### src/bcss_pkg.sv
package bcss_pkg;

   localparam int unsigned TimeWidth     = 32;
   localparam int unsigned CfgWidth      = 16;
   localparam int unsigned StepWidth     = 2;
   localparam int unsigned StepCount     = 4;
   localparam int unsigned CsrIndexWidth = 3;
   localparam int unsigned ReqDataWidth  = 40;
   localparam int unsigned RspDataWidth  = 24;

   typedef logic [CfgWidth-1:0]  cfg_word_type;
   typedef logic [TimeWidth-1:0] time_type;
   typedef logic [StepWidth-1:0] step_type;

   typedef enum logic [1:0] {
      REASON_START  = 2'd0,
      REASON_FWD    = 2'd1,
      REASON_BACK   = 2'd2
   } reason_type;

   typedef enum logic [CsrIndexWidth-1:0] {
      CSR_DEBOUNCE  = 3'd0,
      CSR_DOUBLE    = 3'd1,
      CSR_INTERVAL0 = 3'd2,
      CSR_INTERVAL1 = 3'd3,
      CSR_INTERVAL2 = 3'd4,
      CSR_INTERVAL3 = 3'd5
   } csr_index_type;

   localparam cfg_word_type DebounceReset = 16'd25;
   localparam cfg_word_type DoubleReset   = 16'd300;
   localparam cfg_word_type Interval0Rst  = 16'd250;
   localparam cfg_word_type Interval1Rst  = 16'd500;
   localparam cfg_word_type Interval2Rst  = 16'd1000;
   localparam cfg_word_type Interval3Rst  = 16'd2000;

endpackage

### src/button_click_step_selector.sv
// Debounced click step selector. One button poll sample (pressed level and a
// wrapping millisecond timestamp) is taken per req beat, one beat per clock
// while req_tready is high. A sample passes an input register, then compare
// logic updates the click state and, when the step index moves or on the first
// sample after reset, loads one rsp beat (interval, step index, reason) into
// the result register, which drives rsp_tvalid. The input stage holds while
// the result register is full and not being taken, so throughput is one
// sample per cycle as long as rsp_tready stays high.
// Configuration registers are written through the csr port, which is always
// ready; write them only while no sample is in flight.
module button_click_step_selector (
   input  logic                                 clock,
   input  logic                                 reset,
   input  logic                                 req_tvalid,
   output logic                                 req_tready,
   // [0] raw_down, [32:1] now_time, [39:33] zero
   input  logic [bcss_pkg::ReqDataWidth-1:0]    req_tdata,
   output logic                                 rsp_tvalid,
   input  logic                                 rsp_tready,
   // [15:0] interval_out, [17:16] step_out, [19:18] reason_code, [23:20] zero
   output logic [bcss_pkg::RspDataWidth-1:0]    rsp_tdata,
   input  logic                                 csr_valid,
   output logic                                 csr_ready,
   input  logic [bcss_pkg::CsrIndexWidth-1:0]   csr_index,
   input  logic [bcss_pkg::CfgWidth-1:0]        csr_data
);
   import bcss_pkg::*;

   // configuration
   cfg_word_type debounce_ff;
   cfg_word_type double_gap_ff;
   cfg_word_type interval_ff [StepCount];

   // input stage
   logic     in_valid_ff;
   logic     in_down_ff;
   time_type in_now_ff;

   // click state
   logic     pressed_ff, pressed_in;
   time_type last_edge_ff, last_edge_in;
   time_type last_rel_ff, last_rel_in;
   logic     pending_ff, pending_in;
   step_type step_ff, step_in;
   logic     announced_ff;

   // result register
   logic         out_valid_ff;
   cfg_word_type out_interval_ff;
   step_type     out_step_ff;
   reason_type   out_reason_ff;

   logic       advance;
   logic       emit;
   reason_type reason_in;
   time_type   edge_diff;
   time_type   gap_diff;
   logic       edge_ok, release_hit, double_hit, fwd_hit, pend_mid;

   assign csr_ready  = 1'b1;
   assign advance    = in_valid_ff && (!out_valid_ff || rsp_tready);
   assign req_tready = !in_valid_ff || advance;

   assign rsp_tvalid = out_valid_ff;
   assign rsp_tdata  = {{(RspDataWidth - CfgWidth - 2 * StepWidth){1'b0}},
                        out_reason_ff, out_step_ff, out_interval_ff};

   always_comb begin
      edge_diff   = in_now_ff - last_edge_ff;
      edge_ok     = (in_down_ff != pressed_ff) &&
                    (edge_diff >= {{(TimeWidth - CfgWidth){1'b0}}, debounce_ff});
      release_hit = edge_ok && !in_down_ff;
      double_hit  = release_hit && pending_ff;
      pend_mid    = release_hit ? !pending_ff : pending_ff;
      pressed_in  = edge_ok ? in_down_ff : pressed_ff;
      last_edge_in = edge_ok ? in_now_ff : last_edge_ff;
      last_rel_in  = release_hit ? in_now_ff : last_rel_ff;
      // a release in this sample leaves zero elapsed gap time
      gap_diff    = release_hit ? '0 : (in_now_ff - last_rel_ff);
      fwd_hit     = pend_mid && !pressed_in &&
                    (gap_diff >= {{(TimeWidth - CfgWidth){1'b0}}, double_gap_ff});
      pending_in  = pend_mid && !fwd_hit;
      if (double_hit) begin
         step_in = step_ff - step_type'(1);
      end else if (fwd_hit) begin
         step_in = step_ff + step_type'(1);
      end else begin
         step_in = step_ff;
      end
      emit = !announced_ff || double_hit || fwd_hit;
      if (fwd_hit) begin
         reason_in = REASON_FWD;
      end else if (double_hit) begin
         reason_in = REASON_BACK;
      end else begin
         reason_in = REASON_START;
      end
   end

   always_ff @(posedge clock) begin
      if (reset) begin
         debounce_ff    <= DebounceReset;
         double_gap_ff  <= DoubleReset;
         interval_ff[0] <= Interval0Rst;
         interval_ff[1] <= Interval1Rst;
         interval_ff[2] <= Interval2Rst;
         interval_ff[3] <= Interval3Rst;
      end else if (csr_valid && csr_ready) begin
         case (csr_index_type'(csr_index))
            CSR_DEBOUNCE:  debounce_ff    <= csr_data;
            CSR_DOUBLE:    double_gap_ff  <= csr_data;
            CSR_INTERVAL0: interval_ff[0] <= csr_data;
            CSR_INTERVAL1: interval_ff[1] <= csr_data;
            CSR_INTERVAL2: interval_ff[2] <= csr_data;
            CSR_INTERVAL3: interval_ff[3] <= csr_data;
            default: ;
         endcase
      end
   end

   always_ff @(posedge clock) begin
      if (reset) begin
         in_valid_ff <= 1'b0;
      end else if (req_tready) begin
         in_valid_ff <= req_tvalid;
      end
      if (req_tready && req_tvalid) begin
         in_down_ff <= req_tdata[0];
         in_now_ff  <= req_tdata[TimeWidth:1];
      end
   end

   always_ff @(posedge clock) begin
      if (reset) begin
         pressed_ff   <= 1'b0;
         last_edge_ff <= '0;
         last_rel_ff  <= '0;
         pending_ff   <= 1'b0;
         step_ff      <= '0;
         announced_ff <= 1'b0;
      end else if (advance) begin
         pressed_ff   <= pressed_in;
         last_edge_ff <= last_edge_in;
         last_rel_ff  <= last_rel_in;
         pending_ff   <= pending_in;
         step_ff      <= step_in;
         announced_ff <= 1'b1;
      end
   end

   always_ff @(posedge clock) begin
      if (reset) begin
         out_valid_ff <= 1'b0;
      end else if (advance) begin
         out_valid_ff <= emit;
      end else if (rsp_tready) begin
         out_valid_ff <= 1'b0;
      end
      if (advance && emit) begin
         out_interval_ff <= interval_ff[step_in];
         out_step_ff     <= step_in;
         out_reason_ff   <= reason_in;
      end
   end

`ifndef SYNTHESIS
   // the step index only moves together with a result beat
   assert property (@(posedge clock) disable iff (reset)
      (!$past(reset) && !$stable(step_ff)) |-> $past(advance && emit))
      else $error("step index changed without a result beat");

   // once announced, stays announced until reset
   assert property (@(posedge clock) disable iff (reset)
      announced_ff |=> announced_ff)
      else $error("start announcement flag dropped");

   // the start beat always reports index zero
   assert property (@(posedge clock) disable iff (reset)
      (out_valid_ff && out_reason_ff == REASON_START) |-> (out_step_ff == '0))
      else $error("start beat with nonzero step index");
`endif

endmodule
### config.mk
export PLATFORM = sky130hd
export DESIGN_NAME = button_click_step_selector
export DESIGN_NICKNAME = d
export VERILOG_FILES = /design/src/bcss_pkg.sv /design/src/button_click_step_selector.sv
export SDC_FILE = /design/constraint.sdc
export NUM_CORES = 1
export LEC_CHECK = 0
export ABC_AREA = 0
export BUFFER_PORTS_ARGS = -buffer_cell sky130_fd_sc_hd__clkbuf_2
export CAP_MARGIN = 20
export CORE_UTILIZATION = 50
export DETAILED_ROUTE_END_ITERATION = 7
export GPL_TIMING_DRIVEN = 0
export HOLD_SLACK_MARGIN = 0.1
export PLACE_DENSITY = 0.75
export SYNTH_ARGS = -nofsm -noshare
export SYNTH_HDL_FRONTEND = slang
export SYNTH_SLANG_ARGS = --single-unit
### constraint.sdc
create_clock -name clock -period 10.7 [get_ports clock]
set_input_delay 2.675 -clock clock [delete_from_list [all_inputs] [get_ports clock]]
set_output_delay 2.675 -clock clock [all_outputs]
set_load 0.1 [all_outputs]
-- Word-level counts from Yosys, hierarchy flattened
Memories as Yosys holds them, arrays and structs flattened. A register that Yosys moved wholly into a read port is not among the register bits.
Cells that the tools add are included.
- RAM bits: 64
- output and inout bits: 27
- word-level logic and storage cells: 87
- memories: 1
- register bits: 140
- input port bits: 64
- bitwise gates (word level): 4
- reductions and logical operators: 26
- order comparisons: 2
- add/subtract/negate cells: 4
- mux-type cells: 30
- equality and inequality tests: 6
- memory list (memory ; words ; bits a word ; rd ports ; clocked after memory_dff ; write ports ; line ; source):
    interval_ff ; 4 ; 16 ; 1 ; 1 ; 4 ; button_click_step_selector.sv:32 ; cfg_word_type interval_ff [StepCount];
- operator list (cell ; count):
    $ge A32 B16 Y1 ; 2
    $mux W16 ; 4
    $sub A32 B32 Y32 ; 2
    $mux W32 ; 1
    $mux W1 ; 22
    $logic_and A1 B1 Y1 ; 9
    $reduce_and A2 Y1 ; 4
    $logic_not A1 Y1 ; 7
    $eq A3 B2 Y1 const B ; 2
    $eq A3 B3 Y1 const B ; 2
    $mux W2 ; 3
    $logic_or A1 B1 Y1 ; 4
    $or A1 B1 Y1 ; 4
    $eq A3 B1 Y1 const B ; 1
    $logic_not A3 Y1 ; 1
    $add A2 B1 Y2 const B ; 1
    $reduce_bool A2 Y1 ; 1
    $sub A2 B1 Y2 const B ; 1
    $ne A1 B1 Y1 ; 1

-- Depth between registers and ports, before layout
Gate-level depths: netlist (run 1).
- depth in word-level cells: 9
- gate-level depth with buffers: 36
- mapped depth without buffers: 34

-- Worst setup path after synthesis (run 1)
Ideal clock, no wire load.
- path kind: flip-flop to flip-flop
- start point: reg in_now_ff[6]
- end point: reg out_interval_ff[0], read port of interval_ff, enable pin
- slack: 2.752 ns
- clock period less this slack: 7.948 ns
- path buffers: 2
- setup time: 0.404 ns
- arrival: 7.544 ns
- required time: 10.296 ns
- cell stages (with the launch flop): 33
- cells stage by stage: edfxtp_1 -> ha_1 -> clkbuf_1 -> a211o_1 -> a21oi_1 -> o211ai_1 -> and4_1 -> a211oi_1 -> xnor2_1 -> ha_1 -> a21oi_1 -> o21ai_0 -> a2111oi_0 -> o211ai_1 -> or4_1 -> or4_1 -> nor4b_2 -> nand3_2 -> and3b_1 -> clkbuf_1 -> or2_2 -> ha_1 -> nor2b_1 -> o21ai_0 -> a21oi_1 -> o21ai_0 -> a21oi_1 -> o2111ai_1 -> a2111o_1 -> o41ai_2 -> a221oi_4 -> nor2_1 -> a21oi_1
- word-level cells in the longest chain between the ends: 9
- elaborated cells between the ends (all ways): 18
- those cells by class: add/sub: 2; order compare: 2; mux: 5; reduce/logical: 9
- RTL lines (what ; line ; source):
    start, declared ; button_click_step_selector.sv:37 ; time_type in_now_ff;
    start signal, assigned ; button_click_step_selector.sv:129 ; in_now_ff <= req_tdata[TimeWidth:1];
    $sub A32 B32 Y32 ; button_click_step_selector.sv:69 ; edge_diff = in_now_ff - last_edge_ff;
    $ge A32 B16 Y1 ; button_click_step_selector.sv:71 ; (edge_diff >= {{(TimeWidth - CfgWidth){1'b0}}, debounce_ff});
    $logic_and A1 B1 Y1 ; button_click_step_selector.sv:70 ; edge_ok = (in_down_ff != pressed_ff) &&
    $logic_and A1 B1 Y1 or $mux W1 (tied branches) ; button_click_step_selector.sv:72, button_click_step_selector.sv:75 ;
    $mux W32, or another cell as far along ; button_click_step_selector.sv:79 ; gap_diff = release_hit ? '0 : (in_now_ff - last_rel_ff);
    $ge A32 B16 Y1 or $logic_and A1 B1 Y1 (tied branches) ; button_click_step_selector.sv:81, button_click_step_selector.sv:80 ;
    $logic_and A1 B1 Y1 ; button_click_step_selector.sv:80 ; fwd_hit = pend_mid && !pressed_in &&
    $mux W2 or $logic_or A1 B1 Y1 (tied branches) ; button_click_step_selector.sv:85, button_click_step_selector.sv:90 ;
    $mux W2 or $logic_and A1 B1 Y1 (tied branches) ; button_click_step_selector.sv:83, button_click_step_selector.sv:159 ;
    end, declared ; button_click_step_selector.sv:49 ; cfg_word_type out_interval_ff;
Parallel ways exist; a longest one is shown, timed or not.
A chain may end at the register's enable or synchronous reset.

-- Final worst setup path (run 1)
- start point: reg in_now_ff[6]
- end point: reg out_interval_ff[9], read port of interval_ff (data pin)
Same word-level chain as after synthesis.

==> results of run 1 <==
==> where the power goes <==
part	internal, mW	switching (mW)	total [mW]
Sequential	0.930	0.0308	0.961
Combinational	0.152	0.264	0.416
Clock	0.478	0.342	0.820
==> flip-flops by register name, indices dropped and copies added (netlist names) <==
name             flops
interval_ff         64
in_valid_ff          1
last_rel_ff         32
rsp_tvalid           1
step_ff              2
in_down_ff           1
out_interval_ff     16
announced_ff         1
out_reason_ff        2
double_gap_ff       16
in_now_ff           32
last_edge_ff        32
pending_ff           1
out_step_ff          2
pressed_ff           1
debounce_ff         16
==> metal layers <==
metal	track usage, %	part of all wire (%)	up-vias	routed length (um)
met4	10.6	4.3	0	1590
li1	-	-	5883	-
met3	2.93	5.5	81	2030
met1	31.6	43	5601	15700
met5	0	0	-	0
met2	44.7	48	381	17500
==> stage by stage <==
stage / power, mW / setup slack [ps] / util [%] / instances / hold WS, ps
after CTS: 2.21 / 887 / 57.0 / 2085 / 459
after floorplan: 1.27 / 2750 / - / 1581 / 436
after global placement: 1.38 / 807 / 54.0 / 2036 / 445
after global routing: 2.29 / 111 / 57.0 / 2085 / 480
final: 2.20 / 694 / 57.0 / 2085 / 457
after detailed placement: 1.39 / 899 / 54.1 / 2039 / 450
==> worst max-delay path: cells and delay by family (launching register included) <==
family	cells	cell delay, ps
adders and majority gates	3	910
AOI/OAI and AO/OA	18	4190
DFF	1	510
xor gates and xnor gates	1	200
buffers and inverters	3	860
and+or+nand+nor	9	3080
==> worst min-delay path by stage <==
| stage | from | cells after the start | end | slack [ps] |
|---|---|---|---|---|
| floorplan | pending_ff$_SDFFE_PP0P_ | 2 | pending_ff$_SDFFE_PP0P_ | 440 |
| global route | double_gap_ff[6]$_SDFFE_PP0P_ | 2 | double_gap_ff[6]$_SDFFE_PP0P_ | 480 |
| detailed placement | double_gap_ff[1]$_SDFFE_PP0P_ | 2 | double_gap_ff[1]$_SDFFE_PP0P_ | 450 |
| finish | debounce_ff[10]$_SDFFE_PP0P_ | 2 | debounce_ff[10]$_SDFFE_PP0P_ | 460 |
| global placement | pending_ff$_SDFFE_PP0P_ | 2 | pending_ff$_SDFFE_PP0P_ | 450 |
| CTS | debounce_ff[10]$_SDFFE_PP0P_ | 2 | debounce_ff[10]$_SDFFE_PP0P_ | 460 |
==> layout by cell type, fill, tap and decap left out, types with 5 or more instances in the layout <==
cell type,count
nand2b_1,27
a31oi_1,9
and2_1,48
nor2_1,162
xor2_1,17
clkinv_2,7
o21a_1,20
o21ai_1,5
clkbuf_1,62
a21o_1,22
a311oi_1,5
or2_2,5
a211o_1,20
buf_4,6
clkbuf_16,26
ha_1,95
buf_2,13
nor4_1,11
inv_1,112
o211ai_1,18
a211oi_1,14
and3_1,6
clkbuf_2,77
dfxtp_1,103
nor2b_1,24
o221a_2,14
a21oi_1,143
or4_1,5
o21ai_0,54
nor3_1,19
conb_1,5
edfxtp_1,117
nand3_1,24
o21bai_1,5
nand4_1,15
xnor2_1,24
a221oi_1,19
nand2_1,149
or3_1,22
mux2i_1,96
==> final cells by class <==
type	count	area, um^2	share of cell area, %
tap	378	473	2.99
timing repair buffer	80	423	2.67
multi-input combinational	1169	7800	49.3
clock buffer	32	683	4.32
buffer	80	339	2.14
inverter	112	420	2.66
clock inverter	14	111	0.704
sequential	220	5580	35.2
==> logic make-up (layout without fill, tap and decap cells) <==
| logic type | Yosys count | in the layout | synth area share (%) |
|---|---|---|---|
| DFF | 220 | 220 | 39.5 |
| adders and majority gates | 97 | 97 | 8.70 |
| AOI/OAI and AO/OA | 393 | 393 | 18.6 |
| other | 2 | 5 | 0.0532 |
| buffers and inverters | 192 | 318 | 5.38 |
| and+or+nand+nor | 535 | 535 | 18.2 |
| muxes | 98 | 98 | 6.96 |
| xor gates and xnor gates | 41 | 41 | 2.54 |
==> metrics, run 1 <==
setup bufs post-CTS 0; most common cell in the netlist nor2_1; ys flop type edfxtp_1; P per Cell Area around 140 mW/mm^2; Routability Congestion between 0.9 and 1; CTS sink cnt 220; fmax 0.0999 GHz; post-synthesis sequential area ratio around two fifths; Placed Instance Area 0.0150 mm^2; Worst setup SP type flip-flop; post-synth top area share roughly a quarter; Routed WL 36700 um; min cycle time layout roughly 10000 ps; CTS max path bufs 3; H-tree levels 1; worst r2r src in_now_ff[6]$_DFFE_PP_; synth warn 0; Worst-path clk slew around 60 ps; Initial DRT Pass Iterations 5; vias in the first global route around 11000; port buffer count 77; dominant cells by area after synthesis edfxtp_1 25%, dfxtp_1 15%, ha_1 8.4%; final antenna-violating net count 0; Mean Syn Cell Area 8.95 um^2; crit end category flip-flop; Setup Crit Path Kind flip-flop to flip-flop; Die W 170 um; Max Slew Vio Count 0; crit-path max FO 10; R2R depth 34; Synth Cell Area 0.0141 mm^2; PostCTS Resize Cnt 0; GR Overflow Total 0; Tot GR Track Use around a quarter; DRC violation count after routing 0; ys async rst share 0%; largest net degree at the start of global routing 34; synthesized flop and latch total 220; Final #Nets between 1500 and 2000; worst setup path end out_interval_ff[9]$_DFFE_PP_; synthesized instance count 1578; die area 0.0289 mm^2; unrepaired setup endpoints after global routing no; antenna violations before repair 0; Tightest Pin Transition between 900 and 1000 ps; most frequent CP cell a21oi_1; fill count ~2500; EDFF count, synth 117; Max stage delay cell, worst path a2111oi_0; core area approximately 0.028 mm^2; layout cell share with drive strength beyond 1 9.96%; Yosys cell types between 70 and 80; largest area contributor in the netlist edfxtp_1; max-slew headroom at the worst pin 37.9%; Final Cycle Share between 90% and 100%; Final Hold Fails 0; outcome completed; die height 170 um; latest clock arrival within the worst-skew pair ~540 ps; Final Setup Violations 0; DR WL/cell 17.6 um; initial core utilization about half; leak pwr 6.24 nW; Critical Path Start in_now_ff[6]$_DFFE_PP_; setup TNS 0 ps; worst vdd ir around 0.00016 V; Setup Skew between 10 and 15 ps; CTS tree done; Syn-to-layout area delta 12.1%; most instantiated cells after synthesis 162 x nor2_1, 149 x nand2_1, 144 x a21oi_1, 117 x edfxtp_1, 112 x inv_1; via/cell ratio 5.73; reg2reg end out_interval_ff[9]$_DFFE_PP_; hpwl dp between 20000 and 30000 um; flop2flop setup slack approximately 690 ps; path category of the worst min-delay check flip-flop to flip-flop; max incr delay on CP 710 ps; max_cap viols 0; 1st-iter DRT viols about 990; first-pass GRT wire length 58400 um; diode count 0; via count roughly 12000; I/O Pins between 90 and 100; CP required 10990 ps; design area 0.0158 mm^2; clock root cell clkbuf_16; row count 61; total CTS buffers 25; CTS Hold Bufs 0; WP data arrival slightly above 10000 ps
Power figures use the tool's default switching activity.
==> inputs of run 2 (changes only) <==
--- a/config.mk
+++ b/config.mk
@@ -9,9 +9,10 @@
 export BUFFER_PORTS_ARGS = -buffer_cell sky130_fd_sc_hd__clkbuf_2
 export CAP_MARGIN = 20
-export CORE_UTILIZATION = 50
+export CORE_UTILIZATION = 60
 export DETAILED_ROUTE_END_ITERATION = 7
 export GPL_TIMING_DRIVEN = 0
 export HOLD_SLACK_MARGIN = 0.1
-export PLACE_DENSITY = 0.75
+export PLACE_DENSITY = 0.86
+export REMOVE_ABC_BUFFERS = 1
 export SYNTH_ARGS = -nofsm -noshare
 export SYNTH_HDL_FRONTEND = slang
==> constraint.sdc (replaced) <==
create_clock -name clock -period 10.7 [get_ports clock]
set_input_delay 2.14 -clock clock [delete_from_list [all_inputs] [get_ports clock]]
set_output_delay 2.14 -clock clock [all_outputs]
set_load 0.1 [all_outputs]
==> run 2 against run 1 <==
Effect of this change:
- fmax fell by 0.35%
- die area fell by 16%
- combinational power barely moved
- flip-flop and latch count did not move
==> metrics, run 2 (synthesis results as in run 1) <==
Final Cycle Share 93.8% (+0.33 points); die height 155 um (-8.6%); Final #Nets 1778 (-3.8%); Worst setup SP type flip-flop; Final Setup Violations 0 (unchanged); total CTS buffers 23 (-8.0%); Tot GR Track Use 28.2% (+2.7 points); flop2flop setup slack 660 ps (-30 ps); P per Cell Area 141 mW/mm^2 (+1.4%); vias in the first global route 11500 (+1.7%); WP data arrival 10340 ps (+50 ps); Place WS 874 ps (-25.4 ps); CTS sink cnt 220 (unchanged); Die W 155 um (-8.6%); Routability Congestion 0.924 (-2.6%); CTS Hold Bufs 0 (unchanged); dpl cells 1905 (-6.6%); Max Slew Vio Count 0 (unchanged); fill count 1790 (-29%); Top reg by flops interval_ff; clock root cell clkbuf_16; hpwl dp 24800 um (-14%); unrepaired setup endpoints after global routing no; commonest non-fill, non-tap cell in the layout nor2_1; DR WL/cell 17.4 um (-1.0%); row count 55 (-9.8%); Initial DRT Pass Iterations 5 (unchanged); most frequent CP cell a21oi_1; CTS max path bufs 3 (unchanged); Setup Crit Path Kind flip-flop to flip-flop; Worst Slack Setup Final 659 ps (-34.9 ps); Final Hold Fails 0 (unchanged); final antenna-violating net count 0 (unchanged); via/cell ratio 6.12 (+6.8%); outcome completed; max_cap viols 0 (unchanged); first-pass GRT wire length 55100 um (-5.6%); core area 0.0228 mm^2 (-18%); fmax 0.0996 GHz (-0.35%); Tightest Pin Transition 1290 ps (+375 ps); Routed WL 34000 um (-7.6%); leak pwr 6.19 nW (-0.94%); Setup Skew 29.1 ps (+17.9 ps); GR Overflow Total 0 (unchanged); largest net degree at the start of global routing 65 (+91%); via count 11900 (-0.25%); port buffer count 78 (+1.3%); setup TNS 0 ps (unchanged); Worst-path clk slew 60 ps (about the same); Finished Layout Cells 1947 (-6.6%); max-slew headroom at the worst pin 13.8% (-24 points); antenna violations before repair 0 (unchanged); min cycle time layout 10040 ps (+34.9 ps); PostCTS Resize Cnt 0 (unchanged); Max stage delay cell, worst path nor3_2; H-tree levels 1 (unchanged); M2 GR Usage 49.0% (+4.3 points); M3 GR Usage 3.23% (+0.30 points); met1 usage 34.9% (+3.3 points); latest clock arrival within the worst-skew pair 540 ps (about the same); layout cell share with drive strength beyond 1 10.3% (+0.38 points); crit-path max FO 25 (+15); CP required 11000 ps (about the same); DRC violation count after routing 0 (unchanged); die area 0.0242 mm^2 (-16%); 1st-iter DRT viols 987 (+0.20%); worst vdd ir 0.000156 V (-5.0%); Largest register FFs 64 (unchanged); crit end category flip-flop; most frequent cells in the layout 162 x nor2_1, 148 x nand2_1, 143 x a21oi_1, 117 x edfxtp_1, 112 x inv_1; diode count 0 (unchanged); setup bufs post-CTS 0 (unchanged); I/O Pins 91 (unchanged); initial core utilization 61.8% (+11 points); CTS tree done; most used routing layer met2; path category of the worst min-delay check flip-flop to flip-flop; Syn-to-layout area delta 10.6%; max incr delay on CP 650 ps (-60 ps)
## run 2: final timing paths
| kind | startpoint | to | depth (start not counted) |
|---|---|---|---|
| setup / recovery | in_now_ff[3]$_DFFE_PP_ | out_interval_ff[0]$_DFFE_PP_ | 34 |
| hold reg to reg | double_gap_ff[15]$_SDFFE_PP0P_ | double_gap_ff[15]$_SDFFE_PP0P_ | 2 |
| setup reg to reg | in_now_ff[3]$_DFFE_PP_ | out_interval_ff[0]$_DFFE_PP_ | 34 |
| hold / removal | double_gap_ff[15]$_SDFFE_PP0P_ | double_gap_ff[15]$_SDFFE_PP0P_ | 2 |
## run 2: critical path: cells and delay by family (launching register included)
family                     cells  cell delay [ps]
buffers and inverters          1              240
xor gates and xnor gates       1              180
and+or+nand+nor               11             3810
DFF                            1              450
AOI/OAI and AO/OA             18             4100
adders and majority gates      3              960
## run 2: layout make-up
cell class                      count  area, um^2  area share, %
Clock inverter                      9         108          0.689
Multi-Input combinational cell   1169        7840           50.2
Sequential cell                   220        5580           35.7
Tap cell                          313         392           2.51
Timing Repair Buffer               91         602           3.86
Inverter                          112         420           2.69
Clock buffer                       33         674           4.32
## run 2: where the power goes
group / internal (mW) / switching, mW
sequential: 0.930 / 0.0276
clock: 0.488 / 0.335
combinational: 0.153 / 0.264
## run 2: layer usage
metal / routed length, um / up-vias
li1: - / 5761
met2: 16400 / 458
met1: 14200 / 5582
met5: 0 / -
met4: 1250 / 0
met3: 2070 / 115
## run 2: per-stage QoR
step	area [um^2]	total power [mW]	hold slack, ps	utilization [%]
after floorplan	13800	1.26	430	-
after global placement	14600	1.36	443	63.8
after detailed placement	14800	1.38	450	64.9
after CTS	15600	2.20	459	68.3
after global routing	15600	2.28	473	68.3
final	15600	2.20	460	68.3
==> inputs of run 3 (changes only) <==
RECOVER_POWER = 25   (was not set)
==> run 3 against run 2 <==
Effect of this change:
- the run now ends with capacitance limit, slew limit left
- sequential power hardly changed
- clock power hardly changed
- first-iteration DRC count is 0.61% lower
- cell area is 0.19% lower
- critical path depth stayed put
- critical endpoint unchanged
- largest power group unchanged
- highest routed layer unchanged
==> metrics, run 3 (synthesis results as in run 1) <==
outcome finished with violations; failing checks capacitance limit, slew limit; Tot GR Track Use 28.2% (unchanged); I/O Pins 91 (unchanged); Place WS 874 ps (unchanged); path category of the worst min-delay check flip-flop to flip-flop; met2 wire len 16400 um (about the same); diode count 0 (unchanged); Routed WL 34000 um (about the same); DR WL/cell 17.5 um (about the same); port buffer count 78 (unchanged); GR Overflow Total 0 (unchanged); Largest register FFs 64 (unchanged); CTS Hold Bufs 0 (unchanged); CTS sink cnt 220 (unchanged); Max stage delay cell, worst path nor3_2; DRC violation count after routing 0 (unchanged); max layer used met4; Tightest Pin Transition 3020 ps (+1730 ps); setup bufs post-CTS 0 (unchanged); Setup Skew 25.8 ps (-3.30 ps); initial core utilization 61.8% (unchanged); hpwl dp 24800 um (unchanged); first-pass GRT wire length 55100 um (unchanged); Register Area 0.00558 mm^2 (unchanged); Max Slew Vio Count 152 (+152); crit-path max FO 25 (unchanged); most frequent cells in the layout 162 x nor2_1, 148 x nand2_1, 143 x a21oi_1, 117 x edfxtp_1, 112 x inv_1; CTS tree done; core area 0.0228 mm^2 (unchanged); flop2flop setup slack 700 ps (+40 ps); via count 11900 (+0.0084%); leak pwr 6.17 nW (-0.31%); Routability Congestion 0.924 (unchanged); Setup Crit Path Kind flip-flop to flip-flop; Worst Slack Setup Final 701 ps (+41.7 ps); Placed Instance Area 0.0148 mm^2 (unchanged); worst hold slack 461 ps (+1.17 ps); Final Cycle Share 93.4% (-0.39 points); metal3 WL 2000 um (-3.4%); max-slew headroom at the worst pin -102% (-120 points); most frequent CP cell a21oi_1; fmax 0.100 GHz (+0.42%); area of the multi-input gates 0.00784 mm^2 (about the same); Final #Nets 1778 (unchanged); layout cell share with drive strength beyond 1 10.1% (-0.24 points); H-tree levels 1 (unchanged); fill count 1795 (+0.28%); CTS max path bufs 3 (unchanged); CP required 10990 ps (about the same); P per Cell Area 141 mW/mm^2 (+0.13%); largest net degree at the start of global routing 65 (unchanged); final antenna-violating net count 0 (unchanged); commonest non-fill, non-tap cell in the layout nor2_1; Worst-path clk slew 60 ps (about the same); min cycle time layout 10000 ps (-41.7 ps); design area 0.0156 mm^2 (-0.19%); max incr delay on CP 660 ps (about the same); clock root cell clkbuf_16; row count 55 (unchanged); CP bufs+invs 1 (unchanged); Initial DRT Pass Iterations 5 (unchanged); Crit path max-delay family compound AO/OA/AOI/OAI gates; 1st-iter DRT viols 981 (-0.61%); total CTS buffers 23 (unchanged); Final Setup Violations 0 (unchanged); Die W 155 um (unchanged); WP data arrival 10290 ps (-50 ps); die area 0.0242 mm^2 (unchanged); via/cell ratio 6.12 (about the same); Syn-to-layout area delta 10.3%; Top reg by flops interval_ff; met1 wire length 14300 um (+0.59%); vias in the first global route 11500 (unchanged); final core occ 68.2% (-0.13 points); PostCTS Resize Cnt 0 (unchanged); unrepaired setup endpoints after global routing no; Final Hold Fails 0 (unchanged); Worst setup SP type flip-flop; max_cap viols 3 (+3); worst vdd ir 0.000156 V (about the same); latest clock arrival within the worst-skew pair 540 ps (about the same); antenna violations before repair 0 (unchanged); crit end category flip-flop; setup TNS 0 ps (unchanged); die height 155 um (unchanged)
run 3: final timing paths:
path                                   from                             end  depth (start not counted)
min reg2reg  double_gap_ff[15]$_SDFFE_PP0P_  double_gap_ff[15]$_SDFFE_PP0P_                          2
min          double_gap_ff[15]$_SDFFE_PP0P_  double_gap_ff[15]$_SDFFE_PP0P_                          2
max                  in_now_ff[3]$_DFFE_PP_    out_interval_ff[0]$_DFFE_PP_                         34
max reg2reg          in_now_ff[3]$_DFFE_PP_    out_interval_ff[0]$_DFFE_PP_                         34
run 3: final cells by class:
type | count | area share (%)
sequential | 220 | 35.8
timing repair buffer | 91 | 3.68
tap | 313 | 2.51
multi-input combinational | 1169 | 50.3
clock inverter | 9 | 0.691
inverter | 112 | 2.70
clock buffer | 33 | 4.33
run 3: per-stage QoR:
stage / std cells / power (mW)
floorplan: 1501 / 1.26
global placement: 1892 / 1.36
detailed placement: 1905 / 1.38
CTS: 1947 / 2.20
global route: 1947 / 2.28
finish: 1947 / 2.20
run 3: where the power goes:
group / switching (mW) / internal [mW] / total (mW) / leakage [nW]
Sequential: 0.0275 / 0.930 / 0.958 / 1.97
Clock: 0.334 / 0.488 / 0.823 / 0.387
Combinational: 0.264 / 0.151 / 0.415 / 3.81
Total: 0.626 / 1.57 / 2.20 / 6.17
run 3: routing by layer:
layer,up-vias,global-route usage (%)
li1,5758,-
met1,5601,34.9
met2,441,49.0
met3,117,3.23
met4,0,13.2
met5,-,0
run 3: worst register-to-register path: cells and delay by family (launching register included):
kind	cells	cell delay [ps]
flops	1	450
xor+xnor	1	190
buf+inv	1	240
simple gates	11	3870
fa+ha+maj	3	960
compound gates	18	4030
